File: src/hdl/lkvc_pkg.sv
// Shared constants, types and helper functions for the LRU key-value cache.
package lkvc_pkg;

    // Number of entries in the fully associative store.
    localparam int ENTRIES = 16;

    // Derived widths: slot index, recency rank, and occupancy count.
    localparam int IDX_W = (ENTRIES > 1) ? $clog2(ENTRIES) : 1;
    localparam int RANK_W = IDX_W;
    localparam int CNT_W = $clog2(ENTRIES + 1);

    // Field widths.
    localparam int KEY_W = 32;
    localparam int VAL_W = 32;
    localparam int CFG_W = 5;

    // Width wide enough to compare the register against the entry count.
    localparam int CAP_W = (CFG_W > CNT_W) ? CFG_W : CNT_W;

    // Value of the active entry register after reset.
    localparam logic [CFG_W-1:0] ACTIVE_RESET = CFG_W'(16);

    // Operation codes.
    typedef enum logic
    {
        KIND_GET = 1'b0,
        KIND_PUT = 1'b1
    } kind_t;

    // One request word as held in the input register.
    typedef struct packed
    {
        kind_t                   kind;
        logic signed [KEY_W-1:0] lookup_key;
        logic signed [VAL_W-1:0] store_value;
    } req_t;

    // One response word as held in the result register.
    typedef struct packed
    {
        logic                    found;
        logic signed [VAL_W-1:0] read_value;
    } rsp_t;

    // Effective capacity: zero acts as one, anything above the store size is clamped.
    function automatic logic [CNT_W-1:0] capacity_of(input logic [CFG_W-1:0] active);
        logic [CAP_W-1:0] wide;
        logic [CAP_W-1:0] cap;
        begin
            wide = CAP_W'(active);
            cap = wide;
            if (wide == '0)
            begin
                cap = CAP_W'(1);
            end
            if (wide > CAP_W'(ENTRIES))
            begin
                cap = CAP_W'(ENTRIES);
            end
            return cap[CNT_W-1:0];
        end
    endfunction

endpackage

File: src/hdl/lkvc_if.sv
// Handshake interfaces for the request, response and configuration channels.
interface lkvc_req_if
    import lkvc_pkg::*;
();
    logic                    valid;
    logic                    ready;
    kind_t                   kind;
    logic signed [KEY_W-1:0] lookup_key;
    logic signed [VAL_W-1:0] store_value;

    modport source (output valid, output kind, output lookup_key, output store_value,
                    input ready);
    modport sink (input valid, input kind, input lookup_key, input store_value,
                  output ready);
endinterface

interface lkvc_rsp_if
    import lkvc_pkg::*;
();
    logic                    valid;
    logic                    ready;
    logic                    found;
    logic signed [VAL_W-1:0] read_value;

    modport source (output valid, output found, output read_value, input ready);
    modport sink (input valid, input found, input read_value, output ready);
endinterface

interface lkvc_cfg_if
    import lkvc_pkg::*;
();
    logic             valid;
    logic             ready;
    logic [CFG_W-1:0] active_entries;

    modport source (output valid, output active_entries, input ready);
    modport sink (input valid, input active_entries, output ready);
endinterface

File: src/hdl/lru_key_value_cache_unit.sv
// Top level of the LRU key-value cache: input register, store and result register.
//
//   channel  dir  fields                                 word
//   req      in   kind, lookup_key, store_value          one get or put
//   rsp      out  found, read_value                      one result per request
//   cfg      in   active_entries                         capacity register write
//
// Each request sits in the input register, where the key match and the rank update
// happen, and moves on to the result register once that is free or being drained;
// one request per cycle is sustained while responses are taken, as the match is combinational.
// Reset clears all valid bits and sets the capacity register to sixteen; no clearing
// pass is needed. A stalled response holds the input register, and the request ready
// follows the response ready in the same cycle.
module lru_key_value_cache_unit
    import lkvc_pkg::*;
(
    input  logic       clk,
    input  logic       rst_n,
    lkvc_req_if.sink   req,
    lkvc_rsp_if.source rsp,
    lkvc_cfg_if.sink   cfg
);

    logic             req_valid_reg;
    req_t             req_reg;
    logic             rsp_valid_reg;
    rsp_t             rsp_reg;
    logic [CFG_W-1:0] active_reg;
    logic             fire;
    logic             req_take;
    rsp_t             rsp_next;
    logic [CNT_W-1:0] capacity;

    // Handshake: process when the result register is free or being drained.
    assign fire = req_valid_reg && (!rsp_valid_reg || rsp.ready);
    assign req.ready = !req_valid_reg || fire;
    assign req_take = req.valid && req.ready;
    assign cfg.ready = 1'b1;
    assign capacity = capacity_of(active_reg);

    // Capacity register.
    always_ff @(posedge clk or negedge rst_n)
    begin
        if (!rst_n)
        begin
            active_reg <= ACTIVE_RESET;
        end
        else if (cfg.valid)
        begin
            active_reg <= cfg.active_entries;
        end
    end

    // Input register.
    always_ff @(posedge clk or negedge rst_n)
    begin
        if (!rst_n)
        begin
            req_valid_reg <= 1'b0;
        end
        else if (req.ready)
        begin
            req_valid_reg <= req.valid;
        end
    end

    always_ff @(posedge clk)
    begin
        if (req_take)
        begin
            req_reg.kind <= req.kind;
            req_reg.lookup_key <= req.lookup_key;
            req_reg.store_value <= req.store_value;
        end
    end

    // Entry store with match and replacement logic.
    lkvc_store u_store
    (
        .clk      (clk),
        .rst_n    (rst_n),
        .fire     (fire),
        .req      (req_reg),
        .capacity (capacity),
        .rsp      (rsp_next)
    );

    // Result register.
    always_ff @(posedge clk or negedge rst_n)
    begin
        if (!rst_n)
        begin
            rsp_valid_reg <= 1'b0;
        end
        else if (fire)
        begin
            rsp_valid_reg <= 1'b1;
        end
        else if (rsp.ready)
        begin
            rsp_valid_reg <= 1'b0;
        end
    end

    always_ff @(posedge clk)
    begin
        if (fire)
        begin
            rsp_reg <= rsp_next;
        end
    end

    assign rsp.valid = rsp_valid_reg;
    assign rsp.found = rsp_reg.found;
    assign rsp.read_value = rsp_reg.read_value;

endmodule

File: src/hdl/lkvc_store.sv
// Entry storage with parallel key match, LRU rank update and replacement.
module lkvc_store
    import lkvc_pkg::*;
(
    input  logic             clk,
    input  logic             rst_n,
    input  logic             fire,
    input  req_t             req,
    input  logic [CNT_W-1:0] capacity,
    output rsp_t             rsp
);

    // Entry payload has no reset; valid bits, ranks and count do.
    logic signed [KEY_W-1:0] keys_reg [ENTRIES];
    logic signed [VAL_W-1:0] values_reg [ENTRIES];
    logic [ENTRIES-1:0]      valid_reg;
    logic [ENTRIES-1:0]      valid_next;
    logic [RANK_W-1:0]       rank_reg [ENTRIES];
    logic [RANK_W-1:0]       rank_next [ENTRIES];
    logic [CNT_W-1:0]        occ_reg;
    logic [CNT_W-1:0]        occ_next;

    logic [ENTRIES-1:0]      hit_vec;
    logic                    hit_any;
    logic [IDX_W-1:0]        hit_idx;
    logic [ENTRIES-1:0]      victim_vec;
    logic [IDX_W-1:0]        victim_idx;
    logic [IDX_W-1:0]        free_idx;
    logic signed [VAL_W-1:0] hit_value;
    logic                    full;
    logic [CNT_W-1:0]        occ_last;
    logic                    update;
    logic                    write_entry;
    logic [IDX_W-1:0]        target;
    logic [CNT_W-1:0]        threshold;

    // Parallel key compare and priority picks (lowest slot wins).
    always_comb
    begin
        occ_last = occ_reg - CNT_W'(1);
        hit_any = 1'b0;
        hit_idx = '0;
        victim_idx = '0;
        free_idx = '0;
        hit_value = '0;
        for (int i = 0; i < ENTRIES; i++)
        begin
            hit_vec[i] = valid_reg[i] && (keys_reg[i] == req.lookup_key);
            victim_vec[i] = valid_reg[i] && (CNT_W'(rank_reg[i]) == occ_last);
            hit_value = hit_value | (hit_vec[i] ? values_reg[i] : '0);
        end
        for (int i = ENTRIES - 1; i >= 0; i--)
        begin
            if (hit_vec[i])
            begin
                hit_idx = IDX_W'(i);
            end
            if (victim_vec[i])
            begin
                victim_idx = IDX_W'(i);
            end
            if (!valid_reg[i])
            begin
                free_idx = IDX_W'(i);
            end
        end
        hit_any = |hit_vec;
        full = (occ_reg >= capacity);
    end

    // Choose the entry to make most recent and the rank below which others age.
    always_comb
    begin
        update = 1'b0;
        write_entry = 1'b0;
        target = hit_idx;
        threshold = CNT_W'(rank_reg[hit_idx]);
        occ_next = occ_reg;
        if (hit_any)
        begin
            update = 1'b1;
            write_entry = (req.kind == KIND_PUT);
        end
        else if (req.kind == KIND_PUT)
        begin
            update = 1'b1;
            write_entry = 1'b1;
            if (full)
            begin
                target = victim_idx;
                threshold = occ_last;
            end
            else
            begin
                target = free_idx;
                threshold = occ_reg;
                occ_next = occ_reg + CNT_W'(1);
            end
        end
    end

    // Rank aging: valid entries more recent than the target move back one.
    always_comb
    begin
        valid_next = valid_reg;
        for (int i = 0; i < ENTRIES; i++)
        begin
            rank_next[i] = rank_reg[i];
            if (valid_reg[i] && (IDX_W'(i) != target) && (CNT_W'(rank_reg[i]) < threshold))
            begin
                rank_next[i] = rank_reg[i] + RANK_W'(1);
            end
        end
        rank_next[target] = '0;
        valid_next[target] = 1'b1;
    end

    // Response for the word being processed.
    always_comb
    begin
        rsp.found = hit_any;
        rsp.read_value = (hit_any && (req.kind == KIND_GET)) ? hit_value : '0;
    end

    // Control state: valid bits, ranks and occupancy.
    always_ff @(posedge clk or negedge rst_n)
    begin
        if (!rst_n)
        begin
            valid_reg <= '0;
            occ_reg <= '0;
            for (int i = 0; i < ENTRIES; i++)
            begin
                rank_reg[i] <= '0;
            end
        end
        else if (fire && update)
        begin
            valid_reg <= valid_next;
            occ_reg <= occ_next;
            for (int i = 0; i < ENTRIES; i++)
            begin
                rank_reg[i] <= rank_next[i];
            end
        end
    end

    // Key and value storage, written at the target slot on a put.
    always_ff @(posedge clk)
    begin
        if (fire && write_entry)
        begin
            keys_reg[target] <= req.lookup_key;
            values_reg[target] <= req.store_value;
        end
    end

endmodule

File: src/flat_wrapper.sv
// flat-port wrapper written by rule: the top's interface ports become plain ports
module lru_key_value_cache_unit_flat import lkvc_pkg::*;
  (clk, rst_n, req_valid, req_kind, req_lookup_key, req_store_value, req_ready, rsp_valid, rsp_found, rsp_read_value, rsp_ready, cfg_valid, cfg_active_entries, cfg_ready);
  lkvc_req_if req_i ();
  lkvc_rsp_if rsp_i ();
  lkvc_cfg_if cfg_i ();
  input  logic clk;
  input  logic rst_n;
  input wire logic [$bits(req_i.valid)-1:0] req_valid;
  input wire logic [$bits(req_i.kind)-1:0] req_kind;
  input wire logic [$bits(req_i.lookup_key)-1:0] req_lookup_key;
  input wire logic [$bits(req_i.store_value)-1:0] req_store_value;
  output wire logic [$bits(req_i.ready)-1:0] req_ready;
  output wire logic [$bits(rsp_i.valid)-1:0] rsp_valid;
  output wire logic [$bits(rsp_i.found)-1:0] rsp_found;
  output wire logic [$bits(rsp_i.read_value)-1:0] rsp_read_value;
  input wire logic [$bits(rsp_i.ready)-1:0] rsp_ready;
  input wire logic [$bits(cfg_i.valid)-1:0] cfg_valid;
  input wire logic [$bits(cfg_i.active_entries)-1:0] cfg_active_entries;
  output wire logic [$bits(cfg_i.ready)-1:0] cfg_ready;
  assign req_i.valid = req_valid;
  assign req_i.kind = req_kind;
  assign req_i.lookup_key = req_lookup_key;
  assign req_i.store_value = req_store_value;
  assign req_ready = req_i.ready;
  assign rsp_valid = rsp_i.valid;
  assign rsp_found = rsp_i.found;
  assign rsp_read_value = rsp_i.read_value;
  assign rsp_i.ready = rsp_ready;
  assign cfg_i.valid = cfg_valid;
  assign cfg_i.active_entries = cfg_active_entries;
  assign cfg_ready = cfg_i.ready;
  lru_key_value_cache_unit u_core (.clk(clk), .rst_n(rst_n), .req(req_i), .rsp(rsp_i), .cfg(cfg_i));
endmodule
File: config.mk
export PLATFORM = sky130hd
export DESIGN_NAME = lru_key_value_cache_unit_flat
export DESIGN_NICKNAME = d
export VERILOG_FILES = /design/src/hdl/lkvc_pkg.sv /design/src/hdl/lkvc_if.sv /design/src/hdl/lru_key_value_cache_unit.sv /design/src/hdl/lkvc_store.sv /design/src/flat_wrapper.sv
export SDC_FILE = /design/constraint.sdc
export NUM_CORES = 2
export LEC_CHECK = 0
export ABC_AREA = 1
export BUFFER_PORTS_ARGS = -buffer_cell sky130_fd_sc_hd__buf_2
export CORE_MARGIN = 2
export CORE_UTILIZATION = 40
export CTS_CLUSTER_SIZE = 28
export DETAILED_ROUTE_END_ITERATION = 8
export GPL_ROUTABILITY_DRIVEN = 0
export HOLD_SLACK_MARGIN = 0.02
export SLEW_MARGIN = 20
export SYNTH_ARGS = -nofsm -noshare
export SYNTH_HDL_FRONTEND = slang
export SYNTH_SLANG_ARGS = --single-unit
File: constraint.sdc
create_clock -name clk -period 8 [get_ports clk]
set_input_delay 1.6 -clock clk [delete_from_list [all_inputs] [get_ports clk]]
set_output_delay 1.6 -clock clk [all_outputs]
set_load 0.02 [all_outputs]
## After elaboration in Yosys (flattened, before gate mapping)

Memories as Yosys holds them, arrays and structs flattened.
Cells that the tools add are included.

| storage, ports and cells | value |
|---|---|
| bits in registers | 190 |
| bits in writable memories | 1024 |
| word-level logic and storage cells | 321 |
| memories kept | 2 |

| operators by class | value |
|---|---|
| add/sub/neg operators | 18 |
| $lt $le $gt $ge | 23 |
| equality and inequality tests | 47 |
| mux-type cells | 102 |
| bitwise gates (word level) | 23 |
| reduce and logical (&&, ||, !) cells | 80 |

Memory list:

| name | depth | width | rd ports | clocked after memory_dff | write ports | RTL line | RTL |
|---|---|---|---|---|---|---|---|
| u_core.u_store.keys_reg | 16 | 32 | 16 | 0 | 1 | lkvc_store.sv:14 | `logic signed [KEY_W-1:0] keys_reg [ENTRIES];` |
| u_core.u_store.values_reg | 16 | 32 | 16 | 0 | 1 | lkvc_store.sv:15 | `logic signed [VAL_W-1:0] values_reg [ENTRIES];` |

Operators with widths:

| cell | count |
|---|---|
| 32-bit == test | 16 |
| 32-bit two-way mux | 16 |
| 32-bit bitwise OR | 15 |
| 4-bit two-way mux | 70 |
| 4-bit by 5-bit == test with 1-bit output | 16 |
| 4-bit by 5-bit less-than comparator with 1-bit output | 16 |
| 1-bit logical AND | 71 |
| 4-bit by 1-bit adder with 4-bit output (second input constant) | 16 |
| 64-bit bitwise AND | 1 |
| 64-bit inverter | 1 |
| 4-bit inequality test (first input constant) | 8 |
| 5-bit two-way mux | 5 |
| 4-bit binary-select mux with 4-bit select | 1 |
| 4-bit demux with 4-bit select | 1 |
| 3-bit by 4-bit inequality test with 1-bit output (first input constant) | 4 |
| 16-bit bitwise OR | 1 |
| 16-bit OR reduction | 1 |
| 5-bit >= comparator (second input constant) | 2 |
| 4-bit inverter with 5-bit output | 2 |
| 1-bit two-way mux | 8 |
| 2-bit by 4-bit inequality test with 1-bit output (first input constant) | 2 |
| 5-bit by 1-bit adder with 5-bit output (second input constant) | 1 |
| 5-bit >= comparator | 1 |
| 5-bit > comparator (second input constant) | 1 |
| other kinds (13) | 17 |

## Logic depth before layout (Yosys ltp)

| logic depth | value |
|---|---|
| depth after elaboration | 29 |
| mapped depth | 43 |
| depth with buffers taken out | 40 |

## Hierarchy

From an unflattened synthesis, not the netlist that was laid out.

| unflattened totals | value |
|---|---|
| cell total of the unflattened synthesis | 3990 |
| area total of the unflattened synthesis | 51938.6 um^2 |

By module, submodules not included:

| module | times used | cells an instance | area each (um^2) |
|---|---|---|---|
| lkvc_store | 1 | 3849 | 48657.9 |
| lru_key_value_cache_unit | 1 | 141 | 3280.6 |

## Worst setup path before layout

No wires, ideal clock.

| timing path | value |
|---|---|
| path type | register to register |
| start point | register u_core.u_store.occ_reg[0] |
| end point | memory u_core.u_store.keys_reg[3][0] (enable) |
| arrival | 5829 ps |
| required time | 7514 ps |
| slack | 1684 ps |
| stages on the path, launching flop included | 20 |
| buffers on the path | 5 |
| cell sequence | dfrtp_1 > inv_2 > buf_1 > ha_1 > clkbuf_1 > buf_2 > buf_2 > buf_2 > o22ai_1 > a211oi_1 > nand2_1 > nor3_1 > nor2_1 > nand3_1 > a21oi_1 > a31oi_1 > nand2_1 > a21oi_1 > nand2_1 > nor2_1 |

| on the way | value |
|---|---|
| cells in the longest elaborated chain, start to end | 22 |
| elaborated cells on any way between the ends | 53 |
| classes of those cells | 1 x add/sub; 1 x order compare; 16 x eq/ne; 19 x mux; 16 x reduce/logical |

Ends and longest elaborated chain:

| what | RTL line | RTL |
|---|---|---|
| start: declaration | lkvc_store.sv:20 | `logic [CNT_W-1:0] occ_reg;` |
| start signal: assignment | lkvc_store.sv:140 | `occ_reg <= occ_next;` |
| 5-bit by 1-bit subtractor with 5-bit output * | lkvc_store.sv:40 | `occ_last = occ_reg - CNT_W'(1);` |
| via u_core.u_store.occ_last[0] | lkvc_store.sv:31 | `logic [CNT_W-1:0] occ_last;` |
| 4-bit by 5-bit == test with 1-bit output | lkvc_store.sv:49 | `victim_vec[i] = valid_reg[i] && (CNT_W'(rank_reg[i]) == occ_last);` |
| 1-bit logical AND | lkvc_store.sv:49 |  |
| 4-bit two-way mux (15 in series) | lkvc_store.sv:58 | `if (victim_vec[i])` |
| 4-bit two-way mux * | lkvc_store.sv:58 |  |
| 4-bit two-way mux * | lkvc_store.sv:88 | `if (full)` |
| 4-bit two-way mux * | lkvc_store.sv:84 | `else if (req.kind == KIND_PUT)` |
| 4-bit two-way mux * | lkvc_store.sv:79 | `if (hit_any)` |
| end: declaration | lkvc_store.sv:14 |  |

The timed path passes the listed nets; every way through them passes the cells marked *.

## Worst setup path in the final report

| timing path | value |
|---|---|
| start point | register u_core.req_reg[38] (netlist bit) |
| end point | register u_core.u_store.rank_reg[48] (netlist bit) |

| on the way | value |
|---|---|
| cells in the longest elaborated chain, start to end | 28 |
| elaborated cells on any way between the ends | 72 |
| classes of those cells | 3 x order compare; 17 x eq/ne; 27 x mux; 4 x bitwise; 21 x reduce/logical |

Ends and longest elaborated chain:

| what | RTL line | RTL |
|---|---|---|
| start: declaration | lru_key_value_cache_unit.sv:25 | `req_t req_reg;` |
| 32-bit == test | lkvc_store.sv:48 | `hit_vec[i] = valid_reg[i] && (keys_reg[i] == req.lookup_key);` |
| 1-bit logical AND | lkvc_store.sv:48 |  |
| 4-bit two-way mux (16 in series) | lkvc_store.sv:54 | `if (hit_vec[i])` |
| 4-bit inverter with 5-bit output (implied by the code) | lkvc_store.sv:77 | `threshold = CNT_W'(rank_reg[hit_idx]);` |
| 4-bit binary-select mux with 4-bit select | lkvc_store.sv:77 |  |
| 4-bit two-way mux (implied by the code) (2 in series) | lkvc_store.sv:77 |  |
| 5-bit two-way mux | lkvc_store.sv:84 |  |
| 5-bit two-way mux | lkvc_store.sv:79 |  |
| 4-bit by 5-bit less-than comparator with 1-bit output | lkvc_store.sv:109 | `if (valid_reg[i] && (IDX_W'(i) != target) && (CNT_W'(rank_reg[i]) < threshold))` |
| 1-bit logical AND | lkvc_store.sv:109 |  |
| 4-bit two-way mux | lkvc_store.sv:109 |  |
| 64-bit bitwise AND (no source line) | - |  |
| end signal: indexed assignment | lkvc_store.sv:143 | `rank_reg[i] <= rank_next[i];` |
| end: declaration | lkvc_store.sv:18 | `logic [RANK_W-1:0] rank_reg [ENTRIES];` |

Several ways; a longest one is shown, not always the timed one. The select of a mux whose other input is x is not followed.
A chain may end at the register's enable or synchronous reset.

==> run metrics <==
outcome finished, final reports clean; synth-to-layout area growth 13.80%; clock sinks 1,214; Leak 0.02092 uW; Post-Syn Area per Cell 12.98 um^2; Slew headroom 24.10%; Worst R2R Path Depth 29; count of cell types in the netlist 66; setup TNS 0 ns; first-pass GRT wire length 232,700 um; Tcrit/Tclk final 80.72%; Met3 Wirelength 15,980 um; EDFF count, synth 1,122; DIE HEIGHT 363.7 um; Detailed Place HPWL 94,580 um; Final WS setup 1.542 ns; Worst Max-Slew Pin Slew 1.110 ns; Wirelength per Cell 26.98 um; IO Count 111; Mapped Area 0.05176 mm^2; routed wl met2 73,750 um; final hold viol count 0; Max IR drop VDD 216.6 uV; diode count 0; RSZ-0062 raised after global routing false; Hold WC Path Type reg -> reg; Synth Net Count 4,135; Fmax achieved 154.9 MHz; final core utilization 46.02%; max incr delay on CP 0.74 ns; # Max-Cap Violations 0; Synth top area share 65.09%; H-tree depth 4; Worst-path clk slew 0.06 ns; GR Util All Layers 24.35%; vias in the first global route 33.40k; # rows 131; drt drc 0; final net count 4,334; critical path type reg -> reg; Clock Path Buffers 3; Reg2Reg Launch Point u_core.req_reg[38]; Cells after Synth 3,989; Num CTS Buffers 131; post-route ant nets 0; crit path DAT 7.12 ns; largest net degree at the start of global routing 65; vias per cell 5.771; Layout Skew 0.04617 ns; crit path to u_core.u_store.rank_reg[48]; Worst path most repeated cell nand2_1; clock latency at the later pin of the worst-skew pair 0.78 ns; CP max stage cell o21ai_0; TritonCTS clock tree built; Horiz. Die Dim 363.7 um; Hold Worst Slack 0.5230 ns; Final min period 6.458 ns; fillers 11.39k; First DRT Iteration DRCs 4,523; Die ar. 0.1323 mm^2; top area cells in the synthesized netlist edfxtp_1, nand2_1, dfrtp_1, a221oi_1, a22o_1; most frequent cells in the layout edfxtp_1, nand2_1, inv_1, nor2_1, o21ai_0; initial core utilization 40.44%; crit path max fanout 24; via count 34.72k; area leader, netlist edfxtp_1; antenna violations before repair 2; register bit count reported by yosys 1,214; DRT met1 WL 66,780 um; IO Port Bufs 109; most common cell after layout, fill and taps aside edfxtp_1; hold_buf cts 0; endpoints failing setup 0; RR Endpoint u_core.u_store.rank_reg[48]; Worst EP required 8.66 ns; reg2reg setup slack 1.54 ns; PD cells 290.7 mW/mm^2; Placed Cells 5,784; Slew Limit Fails 0; post-CTS sizing 0; crit path from u_core.req_reg[38]; FFs w/ async S/R, synth 7.578%; share of layout cells above drive strength 1 12.46%; Placeable Area 0.1280 mm^2; top layer in use met4; DR pass1 iterations 6; Worst setup EP type flop; CP Launch Type flop; Ys Warns 0; Root Buffer clkbuf_16; register area share after synthesis 69.54%; Post-Route WL 162,300 um; ys flop type edfxtp_1; total gr overflow 0; final std cells w/o fill 6,016; Place WS 1.622 ns; setup bufs post-CTS 0
-- routing by layer --
metal / vias up / global-route usage [%]
met5: - / 0
met4: 0 / 9.332
met3: 297 / 4.761
met2: 1927 / 37.79
met1: 17320 / 33.86
li1: 15170 / -
-- where the power goes --
part	internal [uW]	leakage, uW	switching [uW]
combinational	1130	0.00778	2370
clock	3280	0.00196	2540
sequential	7420	0.0112	393
-- worst min-delay path by stage --
stage / cells past startpoint / end / start
after detailed placement: 2 / u_core.rsp.valid / u_core.rsp.valid
after floorplan: 2 / u_core.rsp.valid / u_core.req_valid_reg
after global routing: 2 / u_core.active_reg[0] / u_core.active_reg[0]
after global placement: 2 / u_core.rsp.valid / u_core.rsp.valid
final: 2 / u_core.active_reg[0] / u_core.active_reg[0]
after CTS: 2 / u_core.active_reg[0] / u_core.active_reg[0]
-- cells in the mapped netlist (11+ instances only) --
library cell and count:
nand3_1 123, nor3_1 55, nand4_1 82, or2_0 14
edfxtp_1 1122, o2111ai_1 23, nor2_1 214, o21ai_1 37
o22ai_1 73, or2_2 30, buf_4 18, buf_2 53
a21oi_1 86, xnor2_1 113, ha_1 71, o211ai_1 13
clkbuf_1 72, a41oi_1 32, a22o_1 140, o21ai_0 145
xor2_1 91, nor4_1 35, inv_2 43, inv_1 308
or2_1 11, a221oi_1 142, a211oi_1 34, nand2_1 615
dfrtp_1 91
-- critical path, delay by kind of cell (launching register included) --
| family | cells | cell delay (ns) |
|---|---|---|
| AOI/OAI and AO/OA | 8 | 1.67 |
| buffers and inverters | 5 | 1.29 |
| adders and majority gates | 1 | 0.17 |
| and+or+nand+nor | 14 | 2.51 |
| DFF | 1 | 0.50 |
| xor gates and xnor gates | 1 | 0.17 |
-- kinds of logic (layout without fill, tap and decap cells) --
family                   after synthesis  count (layout)  synth area share, %
other                                  1               1             0.007245
flip-flops                          1214            1214                69.54
AO/OA/AOI/OAI                        768             768                10.66
AND/OR/NAND/NOR                     1220            1220                10.50
XOR/XNOR                             205             205                3.483
adder cells (fa/ha/maj)               71              71                1.716
buffers and inverters                510             808                4.092
-- area by class of cell --
class	instances	area [um^2]	share of cell area [%]
clock buffers	169	3452	5.860
clock inverters	63	623.1	1.058
inverters	357	1353	2.296
multi-input cells	2265	13790	23.40
flip-flops and latches	1214	36000	61.10
well taps	1729	2163	3.672
repair buffers	219	1536	2.608
-- through the flow --
stage | power [uW] | instance area (um^2)
final | 17120 | 58910
after global routing | 17870 | 58910
after CTS | 17140 | 58910
after detailed placement | 11360 | 54830
after global placement | 11300 | 54830
after floorplan | 10180 | 51760
Power figures use the tool's default switching activity.
